$ cat src/assert_macros.svh
// ----------------------------------------------------------------------------
// assert_macros.svh
// Shared concurrent assertion macros, clocked on clk, reset by rst_n.
// ----------------------------------------------------------------------------
`ifndef ASSERT_MACROS_SVH
`define ASSERT_MACROS_SVH

// Check a property at every clock edge outside reset
`define ASSERT_ALWAYS(lbl, prop, msg) \
    lbl: assert property (@(posedge clk) disable iff (!rst_n) (prop)) else $error(msg);

// Check that a condition implies a property in the following cycle
`define ASSERT_NEXT(lbl, ante, cons, msg) \
    lbl: assert property (@(posedge clk) disable iff (!rst_n) (ante) |=> (cons)) else $error(msg);

`endif

$ cat src/pwm_dt_pkg.sv
// ----------------------------------------------------------------------------
// pwm_dt_pkg
// Types, codes and constants for the three-phase PWM with dead time.
// ----------------------------------------------------------------------------
`default_nettype none

package pwm_dt_pkg;

    localparam int COUNTER_BITS_DEF = 16;
    localparam int DEAD_BITS_DEF    = 7;

    localparam int PERIOD_W   = 16;
    localparam int DEAD_CFG_W = 7;
    localparam int DUTY_W     = 16;
    localparam int SEL_W      = 2;
    localparam int MODE_W     = 2;
    localparam int COUNT_W    = 16;
    localparam int CFG_IDX_W  = 2;
    localparam int CFG_DATA_W = 16;
    localparam int NUM_PHASES = 3;

    localparam logic [DUTY_W-1:0]     DUTY_MAX         = 16'd64000;
    localparam logic [PERIOD_W-1:0]   PERIOD_RST       = 16'd3600;
    localparam logic [DEAD_CFG_W-1:0] DEAD_RST         = 7'd72;
    localparam logic [PERIOD_W-1:0]   ADC_SAMPLE_RST   = 16'd64000;
    localparam logic [31:0]           ADC_PROD_RST     = 32'(ADC_SAMPLE_RST) * 32'(PERIOD_RST);
    localparam logic [PERIOD_W-1:0]   ADC_POINT_RST    = ADC_PROD_RST[31:16];

    // Configuration register indexes
    localparam logic [CFG_IDX_W-1:0] REG_PERIOD     = 2'd0;
    localparam logic [CFG_IDX_W-1:0] REG_DEAD_TIME  = 2'd1;
    localparam logic [CFG_IDX_W-1:0] REG_ADC_SAMPLE = 2'd2;

    typedef enum logic {
        CMD_TICK = 1'b0,
        CMD_SET  = 1'b1
    } cmd_t;

    typedef enum logic [MODE_W-1:0] {
        MODE_OFF  = 2'd0,
        MODE_HIGH = 2'd1,
        MODE_LOW  = 2'd2
    } phase_mode_t;

    // Live configuration handed to the datapath
    typedef struct packed {
        logic [PERIOD_W-1:0]   period;
        logic [DEAD_CFG_W-1:0] dead;
        logic [PERIOD_W-1:0]   adc_point;
    } cfg_t;

    // Per-phase control for one processed transaction
    typedef struct packed {
        logic                tick;
        logic                set;
        phase_mode_t         mode;
        logic [PERIOD_W-1:0] compare;
    } phase_ctl_t;

endpackage

`default_nettype wire

$ cat src/pwm_dt_cfg.sv
// ----------------------------------------------------------------------------
// pwm_dt_cfg
// Configuration registers and the registered ADC compare point.
// ----------------------------------------------------------------------------
`default_nettype none

module pwm_dt_cfg
    import pwm_dt_pkg::*;
(
    input  logic                  clk,
    input  logic                  rst_n,
    input  logic                  wr_en,
    input  logic [CFG_IDX_W-1:0]  wr_index,
    input  logic [CFG_DATA_W-1:0] wr_data,
    output cfg_t                  cfg
);

    logic [PERIOD_W-1:0]   period_reg;
    logic [DEAD_CFG_W-1:0] dead_reg;
    logic [PERIOD_W-1:0]   adc_sample_reg;
    logic [PERIOD_W-1:0]   adc_point_reg;
    logic [31:0]           adc_prod;

    // Write the addressed register; drop writes beyond the list
    always_ff @(posedge clk or negedge rst_n)
    begin
        if (!rst_n)
        begin
            period_reg     <= PERIOD_RST;
            dead_reg       <= DEAD_RST;
            adc_sample_reg <= ADC_SAMPLE_RST;
        end
        else if (wr_en)
        begin
            unique case (wr_index)
                REG_PERIOD:     period_reg     <= wr_data[PERIOD_W-1:0];
                REG_DEAD_TIME:  dead_reg       <= wr_data[DEAD_CFG_W-1:0];
                REG_ADC_SAMPLE: adc_sample_reg <= wr_data[PERIOD_W-1:0];
                default:        ;
            endcase
        end
    end

    // Scale the ADC point by the period, registered after the multiply
    assign adc_prod = 32'(adc_sample_reg) * 32'(period_reg);

    always_ff @(posedge clk or negedge rst_n)
    begin
        if (!rst_n)
        begin
            adc_point_reg <= ADC_POINT_RST;
        end
        else
        begin
            adc_point_reg <= adc_prod[31:16];
        end
    end

    assign cfg.period    = period_reg;
    assign cfg.dead      = dead_reg;
    assign cfg.adc_point = adc_point_reg;

endmodule

`default_nettype wire

$ cat src/pwm_dt_gate.sv
// ----------------------------------------------------------------------------
// pwm_dt_gate
// Dead-time delay for one gate drive: holds off each rising request.
// ----------------------------------------------------------------------------
`default_nettype none

`include "assert_macros.svh"

module pwm_dt_gate
    import pwm_dt_pkg::*;
#(
    parameter int DEAD_BITS = DEAD_BITS_DEF
)
(
    input  logic                 clk,
    input  logic                 rst_n,
    input  logic                 tick,
    input  logic                 req,
    input  logic [DEAD_BITS-1:0] dead_load,
    output logic                 level
);

    logic [DEAD_BITS-1:0] dead_reg;
    logic [DEAD_BITS-1:0] dead_next;
    logic                 prev_req_reg;
    logic                 prev_req_next;
    logic                 level_reg;
    logic                 level_next;
    logic                 rise_start;

    // Load on a rising request, count down while it holds, clear when it drops
    always_comb
    begin
        dead_next     = dead_reg;
        prev_req_next = prev_req_reg;
        level_next    = level_reg;
        if (tick)
        begin
            priority if (!req)
            begin
                dead_next = '0;
            end
            else if (!prev_req_reg)
            begin
                dead_next = dead_load;
            end
            else if (dead_reg != '0)
            begin
                dead_next = dead_reg - 1'b1;
            end
            else
            begin
                dead_next = '0;
            end
            prev_req_next = req;
            level_next    = req && (dead_next == '0);
        end
    end

    always_ff @(posedge clk or negedge rst_n)
    begin
        if (!rst_n)
        begin
            dead_reg     <= '0;
            prev_req_reg <= 1'b0;
            level_reg    <= 1'b0;
        end
        else
        begin
            dead_reg     <= dead_next;
            prev_req_reg <= prev_req_next;
            level_reg    <= level_next;
        end
    end

    assign level = level_next;

    // A fresh request with a nonzero dead time
    assign rise_start = tick && req && !prev_req_reg && (dead_load != '0);

    // A driven gate always has a standing request behind it
    `ASSERT_ALWAYS(a_level_has_req, !level_reg || prev_req_reg, "gate driven without request")

    // A fresh request never drives the gate at once unless dead time is zero
    `ASSERT_NEXT(a_rise_waits, rise_start, !level_reg, "rising edge skipped dead time")

endmodule

`default_nettype wire

$ cat src/pwm_dt_phase.sv
// ----------------------------------------------------------------------------
// pwm_dt_phase
// One phase: compare and mode store, reference, and two dead-time gates.
// ----------------------------------------------------------------------------
`default_nettype none

module pwm_dt_phase
    import pwm_dt_pkg::*;
#(
    parameter int COUNTER_BITS = COUNTER_BITS_DEF,
    parameter int DEAD_BITS    = DEAD_BITS_DEF
)
(
    input  logic                    clk,
    input  logic                    rst_n,
    input  phase_ctl_t              ctl,
    input  logic [COUNTER_BITS-1:0] count,
    input  logic [DEAD_BITS-1:0]    dead_load,
    output logic                    level_hi,
    output logic                    level_lo
);

    localparam int CW = (COUNTER_BITS > PERIOD_W) ? COUNTER_BITS : PERIOD_W;

    phase_mode_t         mode_reg;
    phase_mode_t         mode_next;
    logic [PERIOD_W-1:0] cmp_reg;
    logic [PERIOD_W-1:0] cmp_next;
    logic                below;
    logic                ref_level;
    logic                active;
    logic                req_hi;
    logic                req_lo;

    // Take a new mode; keep the old compare when going dormant
    always_comb
    begin
        mode_next = mode_reg;
        cmp_next  = cmp_reg;
        if (ctl.set)
        begin
            mode_next = ctl.mode;
            if (ctl.mode != MODE_OFF)
            begin
                cmp_next = ctl.compare;
            end
        end
    end

    always_ff @(posedge clk or negedge rst_n)
    begin
        if (!rst_n)
        begin
            mode_reg <= MODE_OFF;
            cmp_reg  <= '0;
        end
        else
        begin
            mode_reg <= mode_next;
            cmp_reg  <= cmp_next;
        end
    end

    // Form the reference from the new count
    assign below = CW'(count) < CW'(cmp_reg);

    always_comb
    begin
        unique case (mode_reg)
            MODE_HIGH: ref_level = below;
            MODE_LOW:  ref_level = !below;
            default:   ref_level = 1'b0;
        endcase
    end

    assign active = (mode_reg == MODE_HIGH) || (mode_reg == MODE_LOW);
    assign req_hi = active && ref_level;
    assign req_lo = active && !ref_level;

    pwm_dt_gate #(
        .DEAD_BITS (DEAD_BITS)
    ) u_gate_hi (
        .clk       (clk),
        .rst_n     (rst_n),
        .tick      (ctl.tick),
        .req       (req_hi),
        .dead_load (dead_load),
        .level     (level_hi)
    );

    pwm_dt_gate #(
        .DEAD_BITS (DEAD_BITS)
    ) u_gate_lo (
        .clk       (clk),
        .rst_n     (rst_n),
        .tick      (ctl.tick),
        .req       (req_lo),
        .dead_load (dead_load),
        .level     (level_lo)
    );

endmodule

`default_nettype wire

$ cat src/three_phase_pwm_dead_time.sv
// ----------------------------------------------------------------------------
// three_phase_pwm_dead_time
// Three-phase complementary PWM with dead time and an ADC trigger.
//
// Channel   Dir  Handshake                     Payload
// s_axis    in   s_axis_tvalid/s_axis_tready   tuser: cmd; tdata: sel, mode, duty
// m_axis    out  m_axis_tvalid/m_axis_tready   tdata: six gates, adc, count
// cfg       in   cfg_valid/cfg_ready           cfg_index, cfg_data
//
// A transaction sits in the input register while the counter, compare and
// dead-time logic work on it, and its result is loaded into the result
// register when the pipeline advances, from where it can be taken. One
// transaction is accepted every cycle while the result register is free or
// being taken. A stalled output holds both stages; the input register
// frees up as soon as the result is taken. Reset clears all timer state at
// once; no sweep follows. cfg_ready is always high.
// ----------------------------------------------------------------------------
`default_nettype none

`include "assert_macros.svh"

module three_phase_pwm_dead_time
    import pwm_dt_pkg::*;
#(
    parameter int COUNTER_BITS = COUNTER_BITS_DEF,
    parameter int DEAD_BITS    = DEAD_BITS_DEF
)
(
    input  logic                  clk,
    input  logic                  rst_n,
    input  logic                  cfg_valid,
    output logic                  cfg_ready,
    input  logic [CFG_IDX_W-1:0]  cfg_index,
    input  logic [CFG_DATA_W-1:0] cfg_data,
    input  logic                  s_axis_tvalid,
    output logic                  s_axis_tready,
    input  logic [23:0]           s_axis_tdata,  // phase_sel[1:0], phase_mode[3:2], duty[19:4]
    input  logic                  s_axis_tuser,  // cmd
    output logic                  m_axis_tvalid,
    input  logic                  m_axis_tready,
    output logic [23:0]           m_axis_tdata   // high_a, low_a, high_b, low_b, high_c,
                                                 // low_c, adc_trigger, count_value[22:7]
);

    localparam int CW = (COUNTER_BITS > PERIOD_W) ? COUNTER_BITS : PERIOD_W;

    cfg_t                    cfg;
    logic                    in_valid_reg;
    cmd_t                    in_cmd_reg;
    logic [SEL_W-1:0]        in_sel_reg;
    logic [MODE_W-1:0]       in_mode_reg;
    logic [DUTY_W-1:0]       in_duty_reg;
    logic                    out_valid_reg;
    logic [5:0]              out_gate_reg;
    logic                    out_adc_reg;
    logic [COUNT_W-1:0]      out_count_reg;
    logic                    adv;
    logic                    in_accept;
    logic                    is_tick;
    logic                    is_set;
    phase_mode_t             mode_dec;
    logic [DUTY_W-1:0]       duty_clamp;
    logic [31:0]             duty_prod;
    logic [COUNTER_BITS-1:0] counter_reg;
    logic [COUNTER_BITS-1:0] counter_next;
    logic                    adc_hit;
    logic [5:0]              gate_lvl;
    logic [DEAD_BITS-1:0]    dead_load;
    logic                    shoot_through;
    logic                    step_ok;

    pwm_dt_cfg u_cfg (
        .clk      (clk),
        .rst_n    (rst_n),
        .wr_en    (cfg_valid),
        .wr_index (cfg_index),
        .wr_data  (cfg_data),
        .cfg      (cfg)
    );

    assign cfg_ready = 1'b1;

    // Advance the pipeline when the result register is free or being taken
    assign adv           = in_valid_reg && (!out_valid_reg || m_axis_tready);
    assign s_axis_tready = !in_valid_reg || adv;
    assign in_accept     = s_axis_tvalid && s_axis_tready;

    // Input register
    always_ff @(posedge clk or negedge rst_n)
    begin
        if (!rst_n)
        begin
            in_valid_reg <= 1'b0;
        end
        else if (s_axis_tready)
        begin
            in_valid_reg <= s_axis_tvalid;
        end
    end

    always_ff @(posedge clk)
    begin
        if (in_accept)
        begin
            in_cmd_reg  <= cmd_t'(s_axis_tuser);
            in_sel_reg  <= s_axis_tdata[1:0];
            in_mode_reg <= s_axis_tdata[3:2];
            in_duty_reg <= s_axis_tdata[19:4];
        end
    end

    assign is_tick = adv && (in_cmd_reg == CMD_TICK);
    assign is_set  = adv && (in_cmd_reg == CMD_SET);

    // Decode mode; the unused code means dormant
    assign mode_dec = ((in_mode_reg == MODE_HIGH) || (in_mode_reg == MODE_LOW))
                      ? phase_mode_t'(in_mode_reg) : MODE_OFF;

    // Clamp duty and scale by the period
    assign duty_clamp = (in_duty_reg > DUTY_MAX) ? DUTY_MAX : in_duty_reg;
    assign duty_prod  = 32'(duty_clamp) * 32'(cfg.period);

    // Advance the counter: wrap past the period
    always_comb
    begin
        counter_next = counter_reg;
        if (is_tick)
        begin
            if (CW'(counter_reg) >= CW'(cfg.period))
            begin
                counter_next = '0;
            end
            else
            begin
                counter_next = counter_reg + 1'b1;
            end
        end
    end

    always_ff @(posedge clk or negedge rst_n)
    begin
        if (!rst_n)
        begin
            counter_reg <= '0;
        end
        else
        begin
            counter_reg <= counter_next;
        end
    end

    assign adc_hit   = is_tick && (CW'(counter_next) == CW'(cfg.adc_point));
    assign dead_load = DEAD_BITS'(cfg.dead);

    // Phase slices
    for (genvar i = 0; i < NUM_PHASES; i++)
    begin : g_phase
        phase_ctl_t ctl;

        assign ctl.tick    = is_tick;
        assign ctl.set     = is_set && (in_sel_reg == SEL_W'(i));
        assign ctl.mode    = mode_dec;
        assign ctl.compare = duty_prod[31:16];

        pwm_dt_phase #(
            .COUNTER_BITS (COUNTER_BITS),
            .DEAD_BITS    (DEAD_BITS)
        ) u_phase (
            .clk       (clk),
            .rst_n     (rst_n),
            .ctl       (ctl),
            .count     (counter_next),
            .dead_load (dead_load),
            .level_hi  (gate_lvl[2*i]),
            .level_lo  (gate_lvl[2*i+1])
        );
    end

    // Result register
    always_ff @(posedge clk or negedge rst_n)
    begin
        if (!rst_n)
        begin
            out_valid_reg <= 1'b0;
        end
        else if (adv)
        begin
            out_valid_reg <= 1'b1;
        end
        else if (m_axis_tready)
        begin
            out_valid_reg <= 1'b0;
        end
    end

    always_ff @(posedge clk)
    begin
        if (adv)
        begin
            out_gate_reg  <= gate_lvl;
            out_adc_reg   <= adc_hit;
            out_count_reg <= COUNT_W'(counter_next);
        end
    end

    assign m_axis_tvalid = out_valid_reg;
    assign m_axis_tdata  = {1'b0, out_count_reg, out_adc_reg, out_gate_reg};

    // Both gates of one phase on in the held result
    assign shoot_through = (out_gate_reg[0] && out_gate_reg[1])
                        || (out_gate_reg[2] && out_gate_reg[3])
                        || (out_gate_reg[4] && out_gate_reg[5]);

    // Next count is either zero or one above the current count
    assign step_ok = (counter_next == '0)
                  || (counter_next == COUNTER_BITS'(counter_reg + 1'b1));

    // High and low side of a phase are never driven together
    `ASSERT_ALWAYS(a_no_shoot_through, !(out_valid_reg && shoot_through), "both gates driven")

    // A set transaction leaves the counter where it was
    `ASSERT_NEXT(a_set_holds_count, is_set, counter_reg == $past(counter_reg), "count moved")

    // A tick either wraps to zero or steps by one
    `ASSERT_ALWAYS(a_tick_steps, !is_tick || step_ok, "counter skipped a value")

    // The ADC trigger only fires on a tick
    `ASSERT_NEXT(a_adc_on_tick, is_set, !out_adc_reg, "adc trigger on a set")

endmodule

`default_nettype wire
$ cat config.mk
export PLATFORM = sky130hd
export DESIGN_NAME = three_phase_pwm_dead_time
export DESIGN_NICKNAME = d
export VERILOG_FILES = /design/src/pwm_dt_pkg.sv /design/src/pwm_dt_cfg.sv /design/src/pwm_dt_gate.sv /design/src/pwm_dt_phase.sv /design/src/three_phase_pwm_dead_time.sv
export VERILOG_INCLUDE_DIRS = /design/src /design/src/src
export SDC_FILE = /design/constraint.sdc
export NUM_CORES = 2
export LEC_CHECK = 0
export ABC_AREA = 1
export ABC_CLOCK_PERIOD_IN_PS = 15200
export CORE_MARGIN = 4
export CORE_UTILIZATION = 45
export DETAILED_ROUTE_END_ITERATION = 10
export DONT_BUFFER_PORTS = 1
export GPL_TIMING_DRIVEN = 0
export SLEW_MARGIN = 20
export SYNTH_ARGS = -nofsm -noshare
export SYNTH_HDL_FRONTEND = slang
export SYNTH_HIERARCHICAL = 1
export SYNTH_SLANG_ARGS = --single-unit
export TNS_END_PERCENT = 10
$ cat constraint.sdc
create_clock -name clk -period 15.2 [get_ports clk]
set_clock_uncertainty 0.2 [all_clocks]
set_input_delay 3.04 -clock clk [delete_from_list [all_inputs] [get_ports clk]]
set_output_delay 3.04 -clock clk [all_outputs]
set_load 0.02 [all_outputs]
After elaboration in Yosys (flattened, before gate mapping):

Index checks and enable logic that the tools add are counted.

* output and inout port bits: 27
* bits in writable memories: 0
* memories: 0
* bits in latches: 0
* ROM bits: 0
* logic and storage cells: 161
* register bits after elaboration: 225
* input bits: 48

* mux-type cells: 39
* bitwise gates (word level): 1
* reductions and logical operators: 56
* $lt $le $gt $ge: 5
* div/mod/pow operators: 0
* add/sub/neg operators: 7
* shift operators: 0
* multipliers: 2
* equality and inequality tests: 13

Operators by type and width (number)
* $mux 7: 24
* $mul 16x16->32: 2
* $lt 16x16->1: 3
* $mux 16: 3
* $logic_not 7->1: 6
* $reduce_bool 7->1: 6
* $sub 7x1->7 const B: 6
* $logic_and 1x1->1: 20
* $add 16x1->16 const B: 1
* $eq 16x16->1: 1
* $ge 16x16->1: 1
* $gt 16x16->1 const B: 1
* $eq 2x1->1 const B: 6
* $eq 2x2->1 const B: 6
* $reduce_and 2->1: 6
* $logic_not 1->1: 8
* $mux 1: 8
* $logic_or 1x1->1: 6
* $pmux 1 s2: 3
* $logic_not 2->1: 2
* $reduce_bool 2->1: 2
* $mux 2: 1
* $not 1->1: 1

Depth between registers and ports, before layout:

* depth after elaboration: 15
* gate-level depth with buffers: 33
* mapped depth without buffers: 33

Modules after synthesis:

The synthesis kept the hierarchy.

Modules (own cells, without submodules)
* three_phase_pwm_dead_time: times used 1, area an instance 11939.0 um^2, cells each 1523, seq. area each 1771.7 um^2
* pwm_dt_cfg: times used 1, area an instance 10844.2 um^2, cells each 1422, seq. area each 1402.6 um^2
* pwm_dt_gate: times used 6, area an instance 649.4 um^2, cells each 98, seq. area each 225.2 um^2
* pwm_dt_phase: times used 3, area an instance 1084.8 um^2, cells each 129, seq. area each 450.4 um^2

Worst setup path before layout:

Ideal clock, no wire load.

* path type: in2out
* start point: input m_axis_tready
* end point: output s_axis_tready
* slack: 8.649 ns
* path buffers: 0
* arrival: 3.311 ns
* stages on the path: 2
* data required time: 11.960 ns
* cells stage by stage: inv_1 -> nand3_1

* word-level cells in the longest chain between the ends: 3

Ends and longest elaborated chain
* start, declared: RTL line three_phase_pwm_dead_time.sv:40 `input logic m_axis_tready,`
* $logic_or 1x1->1: RTL line three_phase_pwm_dead_time.sv:84 `assign adv = in_valid_reg && (!out_valid_reg || m_axis_tready);`
* $logic_and 1x1->1: RTL line three_phase_pwm_dead_time.sv:84
* $logic_or 1x1->1: RTL line three_phase_pwm_dead_time.sv:85 `assign s_axis_tready = !in_valid_reg || adv;`
* end, declared: RTL line three_phase_pwm_dead_time.sv:36 `output logic s_axis_tready,`

No other way between the ends.

Final worst setup path:

* start point: register in_duty_reg[0]
* end point: register g_phase[1].u_phase.cmp_reg[15]

* word-level cells in the longest chain between the ends: 3

Ends and longest elaborated chain
* start, declared: RTL line three_phase_pwm_dead_time.sv:52 `logic [DUTY_W-1:0] in_duty_reg;`
* start signal, assigned: RTL line three_phase_pwm_dead_time.sv:108 `in_duty_reg <= s_axis_tdata[19:4];`
* $gt 16x16->1: RTL line three_phase_pwm_dead_time.sv:120 `assign duty_clamp = (in_duty_reg > DUTY_MAX) ? DUTY_MAX : in_duty_reg;`
* $mux 16 (*): RTL line three_phase_pwm_dead_time.sv:120
* $mul 16x16->32 (*): RTL line three_phase_pwm_dead_time.sv:121 `assign duty_prod = 32'(duty_clamp) * 32'(cfg.period);`
* named net duty_prod[31]: RTL line three_phase_pwm_dead_time.sv:63 `logic [31:0] duty_prod;`
* end signal, assigned: RTL line pwm_dt_phase.sv:60 `cmp_reg <= cmp_next;`
* end, declared: RTL line pwm_dt_phase.sv:27 `logic [PERIOD_W-1:0] cmp_reg;`

Mark *: on every way through the listed nets, which the timed path passes. The rest lies on a longest branch.
A chain may end at the register's enable or synchronous reset.

==> impl_metrics.yaml <==
synthesis:
  ys.flop_type: "dfrtp_1"
  synth_cell_types: 55
  netlist_instances: 3920
  ys_warn_count: 6
  synth_nets: 4636
  ys_ff_latch: 225
  synth_edf_count: 44
  seq_area_frac_synth: 0.1963
  async_flop_share: 0.8044
  syn-cell-area_um2: 29930
  avgSynthCellArea_um2: 7.636
critical_path:
  critPathTopFamily: "adder cells"
  path_class: "register to register"
  cpMaxStageDelayCell: "clkinv_1"
  critPathMaxStageDelay_ns: 0.63
  worstPathArrival_ns: 8.11
  worstPathMaxFanout: 10
  crit_top_cell: "nand2_1"
  cp.buffers_inverters: 5
  worst_ep_required_time_ns: 15.45
  endpoint_kind: "register"
  start_kind: "register"
sta:
  relSlewSlack: 0.2860
  worst_slew_pin_slew_ns: 1.070
  rsz0062_at_grt: "no"
  slew_viol_final: 0
  period_needed_ns: 7.864
  setup_slack_ns: 7.336
  finalCritPeriodShare: 0.5174
  fmax_mhz: 127.2
  setup_viol: 0
  hold_violations: 0
  setup_tns_ns: 0
final_layout:
  final_util: 0.4858
  drive_gt1_frac: 0.05185
  stdcell_area_um2: 32000
  area_delta_synth_final_pct: 6.901
  multi_input_area_um2: 20050
  seq_area_um2: 5877
  nNetsFinal: 4667
  nFillCells: 6580
  largest_reg_flops: 48
  diodes: 0
clock_tree:
  post_cts_resize_count: 0
  cts_tree: "done"
  hold_buffers: 0
  cts_sinks: 225
  clk_path_buf_depth: 3
  root_buffer: "clkbuf_16"
  numCtsBuffers: 28
  post_cts_buffers: 0
  htreeDepth: 1
  clkTransAtPathRegs_ns: 0.06
  clock_latency_ns: 0.58
floorplan:
  dieArea_um2: 70710
  fp-row-count: 94
  io_pins: 75
  start_util: 0.4545
  die_y_um: 265.9
  die_w_um: 265.9
  coreArea_um2: 65860
routing:
  wirelength_um: 83660
  drc: 0
  drt_iter0_markers: 1695
  vias_per_cell: 5.030
  num_vias: 24330
  postRouteAntennaNets: 0
  wl_per_cell_um: 17.30
  drt_first_pass_iters: 5
placed_design:
  portBuffers: 0
  dp_hpwl_um: 68140
  place_congestion: 0.9266
  dp_slack_ns: 7.426
  placed_cell_area_um2: 31030
grt:
  grt_pass1_vias: 25300
  antenna_found_initial: 0
  grt_pass1_wl_um: 136500
  grtUsageTotal: 0.2448
  overflow: 0
  grt_max_degree: 182
job:
  cap_violations: 0
status:
  status: "complete, no violations"
hold_path:
  hold_path.class: "register to register"
-- logic make-up after synthesis --
logic type,count (synthesis),synth area share
other,2,0.0002509
XOR/XNOR,15,0.004389
AO/OA/AOI/OAI,326,0.05885
buffers and inverters,1050,0.1338
multiplexers,3,0.001128
AND/OR/NAND/NOR,1631,0.2293
flip-flops,225,0.1963
adder cells (fa/ha/maj),668,0.3760
-- synth_stat cells (4+ instances only) --
| cell | instances | area share |
|---|---|---|
| nand2_1 | 1081 | 0.14 |
| inv_1 | 918 | 0.12 |
| fa_1 | 386 | 0.26 |
| ha_1 | 282 | 0.12 |
| nor2_1 | 266 | 0.033 |
| o21ai_0 | 167 | 0.028 |
| dfrtp_1 | 160 | 0.13 |
| nand3_1 | 117 | 0.020 |
| a21oi_1 | 95 | 0.016 |
| clkbuf_1 | 94 | 0.012 |
| edfxtp_1 | 44 | 0.044 |
| nor2_2 | 33 | 0.0069 |
| nand4_1 | 32 | 0.0067 |
| nor3_1 | 25 | 0.0042 |
| nor2_4 | 22 | 0.0083 |
| dfstp_2 | 21 | 0.018 |
| nand2_2 | 18 | 0.0038 |
| o21ai_1 | 16 | 0.0027 |
| buf_2 | 14 | 0.0023 |
| xor2_1 | 12 | 0.0035 |
| nand3_2 | 9 | 0.0030 |
| a21o_1 | 8 | 0.0020 |
| buf_4 | 8 | 0.0020 |
| inv_2 | 8 | 0.0010 |
| o22ai_1 | 7 | 0.0015 |
| o21a_1 | 6 | 0.0015 |
| or2_1 | 6 | 0.0013 |
| clkinv_1 | 5 | 0.00063 |
| nand3b_1 | 5 | 0.0013 |
| o21bai_1 | 5 | 0.0013 |
| a21oi_2 | 4 | 0.0012 |
| o21ai_2 | 4 | 0.0012 |
-- worst paths after layout --
path | slack (ns) | cells past startpoint | start | end
min reg2reg | 0.28 | 2 | g_phase[2].u_phase/u_gate_lo/level_reg | g_phase[2].u_phase/u_gate_lo/level_reg
min in group asynchronous | 1.95 | 0 | rst_n | g_phase[0].u_phase/cmp_reg[3]
max reg2reg | 7.34 | 30 | in_duty_reg[0] | g_phase[1].u_phase/cmp_reg[15]
min | 0.28 | 2 | g_phase[2].u_phase/u_gate_lo/level_reg | g_phase[2].u_phase/u_gate_lo/level_reg
max in group asynchronous | 12.36 | 0 | rst_n | u_cfg/period_reg[10]
max | 7.34 | 30 | in_duty_reg[0] | g_phase[1].u_phase/cmp_reg[15]
-- stage by stage --
stage | hold WS, ns | std cells
after floorplan | 0.2406 | 3920
after global placement | 0.2629 | 4784
after CTS | 0.2815 | 4837
final | 0.2825 | 4837
after global routing | 0.3028 | 4837
after detailed placement | 0.2652 | 4785
-- cell usage in the layout, fill, tap and decap left out, types with 32 or more instances in the layout --
master,n
a21oi_1,95
dfrtp_1,160
nor2_2,33
nor2_1,266
nand2_1,1081
nand3_1,117
nand4_1,32
fa_1,386
inv_1,917
clkbuf_1,100
o21ai_0,167
edfxtp_1,44
ha_1,282
-- area by class of cell --
type | count | area share
flip-flops and latches | 225 | 0.1837
clock buffers | 36 | 0.02346
plain buffers | 119 | 0.01591
multi-input cells | 2645 | 0.6267
repair buffers | 1 | 0.0006256
clock inverters | 16 | 0.006686
well taps | 864 | 0.03378
inverters | 931 | 0.1092
-- worst min-delay path, stage by stage, from the launching register on --
cell	delay (ns)
dfrtp_1	0.33
nand2_1	0.05
nand2_1	0.07
-- routing by layer --
| metal | routed length, um | up-vias | share of wire | GRT usage |
|---|---|---|---|---|
| met3 | 5044 | 171 | 0.060 | 0.03343 |
| met4 | 3555 | 0 | 0.042 | 0.08706 |
| met5 | 0 | - | 0 | 0 |
| met2 | 39990 | 683 | 0.48 | 0.4237 |
| met1 | 35070 | 11700 | 0.42 | 0.3158 |
| li1 | - | 11780 | - | - |
Power is not shown: default switching activity piles up to over one toggle a cycle in this logic, so the estimate is an artifact.
